[src/rtl/fpw_pkg.sv]
// ----------------------------------------------------------------------------
// fpw_pkg
// Types and codes shared by the four-level page walker modules: channel
// payloads, the classified queue entry and the result status codes.
// ----------------------------------------------------------------------------
package fpw_pkg;

   // request func codes
   localparam logic FUNC_TRANSLATE = 1'b0;
   localparam logic FUNC_RESPONSE  = 1'b1;

   // result kinds
   localparam logic KIND_FETCH = 1'b0;
   localparam logic KIND_DONE  = 1'b1;

   // configuration register indexes
   localparam logic CSR_ROOT  = 1'b0;
   localparam logic CSR_VALID = 1'b1;

   // finished-walk status codes
   localparam logic [2:0] ST_OK          = 3'd0;
   localparam logic [2:0] ST_UNUSABLE    = 3'd1;
   localparam logic [2:0] ST_NONCANON    = 3'd2;
   localparam logic [2:0] ST_UNREADABLE  = 3'd3;
   localparam logic [2:0] ST_NOTPRESENT  = 3'd4;
   localparam logic [2:0] ST_PROTOCOL    = 3'd5;

   // table levels, 0 is the top
   localparam logic [1:0] LVL_PML4 = 2'd0;
   localparam logic [1:0] LVL_PDPT = 2'd1;
   localparam logic [1:0] LVL_PD   = 2'd2;
   localparam logic [1:0] LVL_PT   = 2'd3;

   localparam int FRAME_W = 40;  // physical address bits 51:12
   localparam int VA_W    = 48;
   localparam int PA_W    = 52;

   typedef struct packed {
      logic        func;
      logic [63:0] virtual_address;
      logic [63:0] entry_value;
      logic        entry_read_ok;
   } req_type;

   typedef struct packed {
      logic            result_kind;
      logic [PA_W-1:0] fetch_address;
      logic [1:0]      fetch_level;
      logic [2:0]      status;
      logic [PA_W-1:0] physical_address;
      logic            large_page;
   } rsp_type;

   // item after classification, as it sits in the queue
   typedef struct packed {
      logic               is_response;
      logic               noncanon;
      logic [VA_W-1:0]    va;
      logic               read_ok;
      logic               present;
      logic               page_size;
      logic [FRAME_W-1:0] frame;
   } cls_type;

endpackage

[src/rtl/fpw_front.sv]
// ----------------------------------------------------------------------------
// fpw_front
// Accepts request items, classifies them (canonical check, entry flags and
// frame) and holds them in a two-entry queue for the walk engine.
// ----------------------------------------------------------------------------
module fpw_front (
   input  logic            clock,
   input  logic            reset,
   input  logic            req_valid,
   output logic            req_ready,
   input  fpw_pkg::req_type req_item,
   output logic            head_valid,
   output fpw_pkg::cls_type head,
   input  logic            head_pop
);
   import fpw_pkg::*;

   cls_type    cls;
   cls_type    slot_ff [2];
   logic       wr_ptr_ff, wr_ptr_in;
   logic       rd_ptr_ff, rd_ptr_in;
   logic [1:0] count_ff, count_in;
   logic       push;
   logic [16:0] va_high;

   assign va_high = req_item.virtual_address[63:47];

   always_comb begin
      cls.is_response = (req_item.func == FUNC_RESPONSE);
      cls.noncanon    = (va_high != '0) && (va_high != '1);
      cls.va          = req_item.virtual_address[VA_W-1:0];
      cls.read_ok     = req_item.entry_read_ok;
      cls.present     = req_item.entry_value[0];
      cls.page_size   = req_item.entry_value[7];
      cls.frame       = req_item.entry_value[51:12];
   end

   assign req_ready  = (count_ff != 2'd2);
   assign push       = req_valid && req_ready;
   assign head_valid = (count_ff != 2'd0);
   assign head       = slot_ff[rd_ptr_ff];

   always_comb begin
      wr_ptr_in = push     ? ~wr_ptr_ff : wr_ptr_ff;
      rd_ptr_in = head_pop ? ~rd_ptr_ff : rd_ptr_ff;
      count_in  = count_ff + {1'b0, push} - {1'b0, head_pop};
   end

   always_ff @(posedge clock) begin
      if (reset) begin
         wr_ptr_ff <= 1'b0;
         rd_ptr_ff <= 1'b0;
         count_ff  <= 2'd0;
      end else begin
         wr_ptr_ff <= wr_ptr_in;
         rd_ptr_ff <= rd_ptr_in;
         count_ff  <= count_in;
      end
   end

   always_ff @(posedge clock) begin
      if (push) begin
         slot_ff[wr_ptr_ff] <= cls;
      end
   end

`ifndef SYNTHESIS
   a_count_bound: assert property (@(posedge clock) disable iff (reset)
      count_ff != 2'd3)
      else $error("queue count out of range");
   a_no_pop_empty: assert property (@(posedge clock) disable iff (reset)
      head_pop |-> head_valid)
      else $error("pop from empty queue");
   a_count_track: assert property (@(posedge clock) disable iff (reset)
      (push && !head_pop) |=> count_ff == $past(count_ff) + 2'd1)
      else $error("queue count lost a push");
`endif

endmodule

[src/rtl/fpw_back.sv]
// ----------------------------------------------------------------------------
// fpw_back
// Walk engine: holds walk state, turns each classified item into a fetch
// or a finished result, and keeps the result in an output register.
// ----------------------------------------------------------------------------
module fpw_back (
   input  logic                          clock,
   input  logic                          reset,
   input  logic [fpw_pkg::FRAME_W-1:0]   root_base,
   input  logic                          memory_valid,
   input  logic                          head_valid,
   input  fpw_pkg::cls_type              head,
   output logic                          head_pop,
   output logic                          rsp_valid,
   input  logic                          rsp_ready,
   output fpw_pkg::rsp_type              rsp_item
);
   import fpw_pkg::*;

   logic            busy_ff, busy_in;
   logic [1:0]      level_ff, level_in;
   logic [VA_W-1:0] pending_ff, pending_in;
   logic            out_valid_ff, out_valid_in;
   rsp_type         out_ff, result;
   logic            usable;
   logic [1:0]      next_level;
   logic [8:0]      next_index;

   assign usable     = memory_valid && (root_base != '0);
   assign head_pop   = head_valid && (!out_valid_ff || rsp_ready);
   assign next_level = level_ff + 2'd1;

   always_comb begin
      case (next_level)
         LVL_PML4: next_index = pending_ff[47:39];
         LVL_PDPT: next_index = pending_ff[38:30];
         LVL_PD:   next_index = pending_ff[29:21];
         LVL_PT:   next_index = pending_ff[20:12];
         default:  next_index = pending_ff[20:12];
      endcase
   end

   always_comb begin
      busy_in    = busy_ff;
      level_in   = level_ff;
      pending_in = pending_ff;
      result     = '0;
      result.result_kind = KIND_DONE;
      if (!head.is_response) begin
         busy_in = 1'b0;
         if (!usable) begin
            result.status = ST_UNUSABLE;
         end else if (head.noncanon) begin
            result.status = ST_NONCANON;
         end else begin
            busy_in    = 1'b1;
            level_in   = LVL_PML4;
            pending_in = head.va;
            result.result_kind   = KIND_FETCH;
            result.fetch_level   = LVL_PML4;
            // base is 4KB aligned, so the add is a concatenation
            result.fetch_address = {root_base, head.va[47:39], 3'b000};
         end
      end else if (!busy_ff) begin
         result.status = ST_PROTOCOL;
      end else if (!head.read_ok) begin
         busy_in       = 1'b0;
         result.status = ST_UNREADABLE;
      end else if (!head.present) begin
         busy_in       = 1'b0;
         result.status = ST_NOTPRESENT;
      end else if (level_ff == LVL_PDPT && head.page_size) begin
         busy_in                 = 1'b0;
         result.large_page       = 1'b1;
         result.physical_address = {head.frame[39:18], pending_ff[29:0]};
      end else if (level_ff == LVL_PD && head.page_size) begin
         busy_in                 = 1'b0;
         result.large_page       = 1'b1;
         result.physical_address = {head.frame[39:9], pending_ff[20:0]};
      end else if (level_ff == LVL_PT) begin
         busy_in                 = 1'b0;
         result.physical_address = {head.frame, pending_ff[11:0]};
      end else begin
         level_in             = next_level;
         result.result_kind   = KIND_FETCH;
         result.fetch_level   = next_level;
         result.fetch_address = {head.frame, next_index, 3'b000};
      end
   end

   always_comb begin
      out_valid_in = out_valid_ff;
      if (head_pop) begin
         out_valid_in = 1'b1;
      end else if (rsp_ready) begin
         out_valid_in = 1'b0;
      end
   end

   always_ff @(posedge clock) begin
      if (reset) begin
         busy_ff      <= 1'b0;
         level_ff     <= 2'd0;
         pending_ff   <= '0;
         out_valid_ff <= 1'b0;
      end else begin
         out_valid_ff <= out_valid_in;
         if (head_pop) begin
            busy_ff    <= busy_in;
            level_ff   <= level_in;
            pending_ff <= pending_in;
         end
      end
   end

   always_ff @(posedge clock) begin
      if (head_pop) begin
         out_ff <= result;
      end
   end

   assign rsp_valid = out_valid_ff;
   assign rsp_item  = out_ff;

`ifndef SYNTHESIS
   a_fetch_clean: assert property (@(posedge clock) disable iff (reset)
      (rsp_valid && rsp_item.result_kind == KIND_FETCH) |->
         (rsp_item.status == ST_OK && rsp_item.physical_address == '0))
      else $error("fetch result carries completion fields");
   a_done_idles: assert property (@(posedge clock) disable iff (reset)
      (head_pop && result.result_kind == KIND_DONE && head.is_response) |=> !busy_ff)
      else $error("walk still busy after finishing");
   a_fetch_level: assert property (@(posedge clock) disable iff (reset)
      (head_pop && result.result_kind == KIND_FETCH) |=>
         (busy_ff && rsp_item.fetch_level == level_ff))
      else $error("fetch level differs from walk level");
   a_protocol_keeps: assert property (@(posedge clock) disable iff (reset)
      (head_pop && head.is_response && !busy_ff) |=> !busy_ff)
      else $error("protocol error changed walk state");
`endif

endmodule

[src/rtl/four_level_page_walker.sv]
// ----------------------------------------------------------------------------
// four_level_page_walker
// Translates a 64-bit virtual address through four-level paging, one table
// entry fetch per level, with a classifying front end and a walk engine.
//
//   channel   direction  handshake                 payload
//   req_      in         req_valid / req_ready      req_item (req_type)
//   rsp_      out        rsp_valid / rsp_ready      rsp_item (rsp_type)
//   csr_      in         csr_write_enable           csr_index, csr_write_data
//
// One item per cycle sustained while results are taken; an accepted item
// passes a queue slot and then the result register. The walk engine's state
// update sets that rate. Reset is synchronous and empties queue and result
// register and returns the walker to idle. A stalled result holds the walk
// engine; the two-entry queue then fills and drops req_ready.
// ----------------------------------------------------------------------------
module four_level_page_walker (
   input  logic             clock,
   input  logic             reset,
   input  logic             req_valid,
   output logic             req_ready,
   input  fpw_pkg::req_type req_item,
   output logic             rsp_valid,
   input  logic             rsp_ready,
   output fpw_pkg::rsp_type rsp_item,
   input  logic             csr_write_enable,
   input  logic             csr_index,
   input  logic [63:0]      csr_write_data
);
   import fpw_pkg::*;

   logic [FRAME_W-1:0] root_base_ff;
   logic               memory_valid_ff;
   logic               head_valid;
   logic               head_pop;
   cls_type            head;

   // only bits 51:12 of the root register are ever used
   always_ff @(posedge clock) begin
      if (reset) begin
         root_base_ff    <= '0;
         memory_valid_ff <= 1'b0;
      end else if (csr_write_enable) begin
         case (csr_index)
            CSR_ROOT:  root_base_ff    <= csr_write_data[51:12];
            CSR_VALID: memory_valid_ff <= csr_write_data[0];
            default:   root_base_ff    <= root_base_ff;
         endcase
      end
   end

   fpw_front u_front (
      .clock      (clock),
      .reset      (reset),
      .req_valid  (req_valid),
      .req_ready  (req_ready),
      .req_item   (req_item),
      .head_valid (head_valid),
      .head       (head),
      .head_pop   (head_pop)
   );

   fpw_back u_back (
      .clock        (clock),
      .reset        (reset),
      .root_base    (root_base_ff),
      .memory_valid (memory_valid_ff),
      .head_valid   (head_valid),
      .head         (head),
      .head_pop     (head_pop),
      .rsp_valid    (rsp_valid),
      .rsp_ready    (rsp_ready),
      .rsp_item     (rsp_item)
   );

endmodule

[config.mk]
export PLATFORM = sky130hd
export DESIGN_NAME = four_level_page_walker
export DESIGN_NICKNAME = d
export VERILOG_FILES = /design/src/rtl/fpw_pkg.sv /design/src/rtl/fpw_front.sv /design/src/rtl/fpw_back.sv /design/src/rtl/four_level_page_walker.sv
export SDC_FILE = /design/constraint.sdc
export NUM_CORES = 1
export LEC_CHECK = 0
export ABC_AREA = 0
export BUFFER_PORTS_ARGS = -buffer_cell sky130_fd_sc_hd__clkbuf_2
export CAP_MARGIN = 40
export CORE_MARGIN = 5
export CORE_UTILIZATION = 45
export DETAILED_ROUTE_END_ITERATION = 8
export PLACE_DENSITY = 0.78
export SKIP_CTS_REPAIR_TIMING = 1
export SYNTH_ARGS = -nofsm -noshare
export SYNTH_HDL_FRONTEND = slang
export SYNTH_SLANG_ARGS = --single-unit
[constraint.sdc]
create_clock -name clock -period 11.9 [get_ports clock]
set_input_delay 1.19 -clock clock [delete_from_list [all_inputs] [get_ports clock]]
set_output_delay 1.19 -clock clock [all_outputs]
set_load 0.02 [all_outputs]
==> out/results.tsv <==
metric	value	unit
endpoints failing setup	0	
H-Tree Depth	2	
Area growth syn-to-layout	21.3	%
area of the core	0.0318	mm²
critical path launch point type	register	
Final min period	3920	ps
Hold Path Class	register to register	
gr usage total	19.6	%
Hold Vio Cnt, Final	0	
IO Pins	313	
first-pass GRT wire length	54.7	mm
RSZ-0062 raised after global routing	false	
routed len/inst	20.9	µm
Iteration-0 DRC Markers	810	
FP Rows	65	
Slew @ Worst Pin	898	ps
CTS tree	done	
status	finished, final reports clean	
CP Class	register to register	
Slew Viols, Final	0	
DRC Markers	0	
number of buffers created by CTS	41	
Final #Nets	1489	
distinct cell type count after synthesis	45	
Layout Skew	26.5	ps
CP Data Arrival Time	4180	ps
Die Ht	190	µm
gr ovfl total	0	
vias in the first global route	9390	
vias per cell	5.29	
#FFs+latches synth	383	
number of port buffers	264	
Cell Int Power	2670	µW
CTS clk-pin slew, worst paths	60	ps
Detail Route Antenna Nets	0	
final period utilization	33.0	%
Num Clock Sinks	383	
Leak Pwr	0.00637	µW
Reg power frac	47.9	%
drt pass-1 iters	7	
P_sw	1190	µW
final core occ	55.6	%
Skew-Pair Late Insertion Delay	540	ps
Die ar.	0.0361	mm²
FILL cells	2580	
Max clock buf depth	3	
setup TNS	0	ps
register area share after synthesis	72.8	%
via count	9259	
worst-path maximum fanout	31	
Gate Count Post-Synth	1019	
power per standard cell area	218	mW/mm²
DP Wirelength	25.0	mm
CP required	12160	ps
pin count of the biggest net entering global routing	66	
antenna violations before repair	3	
Mapped Area	0.0146	mm²
Placer Congestion	0.865	
switching share of power	30.7	%
max_cap viols	0	
Gate power share	21.5	%
Detailed Route WL	36.7	mm
layout cells sized above 1	30.1	%
clock network power share	30.7	%
VDD IR max	0.143	mV
Initial Utilization	45.8	%
FMAX	0.255	GHz
Warnings, synthesis	0	
Ant. Diodes	0	
Hold Slack	478	ps
Avg Synthesized Cell Area	14.3	µm²
Die Wd	190	µm
Worst slew margin	40.1	%
Setup crit end kind	register	
Root Driver	clkbuf_16	
==> metrics by stage <==
stage	worst slack [ps]	area [µm²]	std cells	power (µW)
6_report	7980	17700	1750	3860
5_1_grt	7680	17700	1750	4030
4_1_cts	7900	17700	1750	3900
2_1_floorplan	6200	14600	1021	2400
3_3_place_gp	7860	16200	1666	2680
3_5_place_dp	7920	16400	1674	2710
==> power groups by stage <==
stage | Sequential, µW | Clock [µW] | Combinational [µW]
after CTS | 1850 | 1210 | 841
after global routing | 1870 | 1270 | 886
final | 1850 | 1180 | 828
after floorplan | 2030 | 0 | 374
after detailed placement | 1880 | 0 | 837
after global placement | 1870 | 0 | 805
==> final cells by class <==
type / instances / area [µm²] / share of cell area, %
multi-input cells: 567 / 3650 / 20.7
clock inverters: 19 / 130 / 0.736
repair buffers: 282 / 1570 / 8.88
flip-flops and latches: 383 / 10600 / 60.1
inverters: 7 / 28.8 / 0.163
clock buffers: 57 / 1140 / 6.44
well taps: 435 / 544 / 3.08
==> final timing paths <==
| path | to | slack [ps] | cells after the start | start |
|---|---|---|---|---|
| max reg2reg | u_back.rsp_item[62]$_DFFE_PP_ | 7980 | 7 | register |
| max | u_back.rsp_item[62]$_DFFE_PP_ | 7980 | 7 | register |
| min reg2reg | root_base_ff[14]$_SDFFE_PP0P_ | 480 | 2 | root_base_ff[14]$_SDFFE_PP0P_ |
| min | root_base_ff[14]$_SDFFE_PP0P_ | 480 | 2 | root_base_ff[14]$_SDFFE_PP0P_ |
==> per-layer routing <==
layer  share of wire, %  vias to the layer above  track usage [%]
met4                1.6                        4             4.70
li1                   -                     4300                -
met1                 40                     4479             25.5
met2                 49                      421             33.4
met3                9.0                       55             4.97
met5              0.093                        -                0
==> Yosys cell counts (all sizes together) <==
| cell type | instances | area [µm²] |
|---|---|---|
| clkbuf | 38 | 143 |
| mux2i | 92 | 933 |
| nand2 | 141 | 529 |
| o221ai | 1 | 15.0 |
| nor2 | 78 | 295 |
| nand3b | 6 | 45.0 |
| or2 | 2 | 12.5 |
| or3 | 10 | 62.6 |
| and2 | 15 | 93.8 |
| xnor2 | 2 | 17.5 |
| a211oi | 43 | 518 |
| conb | 1 | 3.75 |
| nor4 | 14 | 87.6 |
| dfxtp | 89 | 1780 |
| nor2b | 4 | 25.0 |
| xor2 | 2 | 17.5 |
| a21boi | 1 | 7.51 |
| inv | 7 | 26.3 |
| a21oi | 60 | 300 |
| ha | 7 | 87.6 |
| a31oi | 1 | 6.26 |
| mux2 | 3 | 33.8 |
| buf | 26 | 176 |
| o21a | 1 | 7.51 |
| o311ai | 1 | 26.3 |
| nand2b | 5 | 31.3 |
| a222oi | 9 | 90.1 |
| and3 | 1 | 6.26 |
| o22ai | 10 | 62.6 |
| a32o | 1 | 10.0 |
| o21ai | 42 | 210 |
| edfxtp | 294 | 8830 |
| nor3 | 4 | 31.3 |
| nand3 | 2 | 10.0 |
| nand4 | 6 | 37.5 |
==> flip-flops by register name (all words and copies together), names as in the netlist, named ones only <==
name and cells:
memory_valid_ff 1, root_base_ff 40, u_back.busy_ff 1, u_back.level_ff 2, u_back.pending_ff 39, u_back.rsp_item 108, u_back.rsp_valid 1, u_front.count_ff 2
u_front.rd_ptr_ff 1, u_front.slot_ff 186, u_front.wr_ptr_ff 1
==> worst max-delay path, cell delays in order (launching register included) <==
cell      delay (ps)
dfxtp_4          730
buf_4            590
nor2b_1          140
a32o_1           260
nand3b_1         640
nand2b_2         680
buf_4            420
o22ai_1          130
==> layout by cell type, fill, tap and decap left out, types with 5 or more instances in the layout <==
cell type	Yosys	final
mux2i_1	91	91
nand3b_1	6	6
buf_16	0	5
o21ai_1	13	14
nor2_1	77	76
a222oi_1	9	9
clkbuf_1	38	12
or3_1	10	10
and2_1	15	15
clkbuf_2	0	263
a211oi_2	39	39
clkbuf_16	0	42
buf_4	5	12
o22ai_1	10	10
clkinv_2	0	9
dfxtp_1	89	88
inv_1	7	6
edfxtp_1	294	294
ha_1	7	7
nand4_1	6	6
o21ai_0	29	28
nand2_1	141	141
nor4_1	14	14
a21oi_1	60	60
==> cells by family after synthesis <==
family	after synthesis	share of synthesized area, %
buffers and inverters	71	2.37
xor gates and xnor gates	4	0.240
DFF	383	72.8
AOI/OAI and AO/OA	170	8.60
muxes	95	6.64
and+or+nand+nor	288	8.70
adders and majority gates	7	0.601
other	1	0.0257
(Power assumes the default switching activity.)
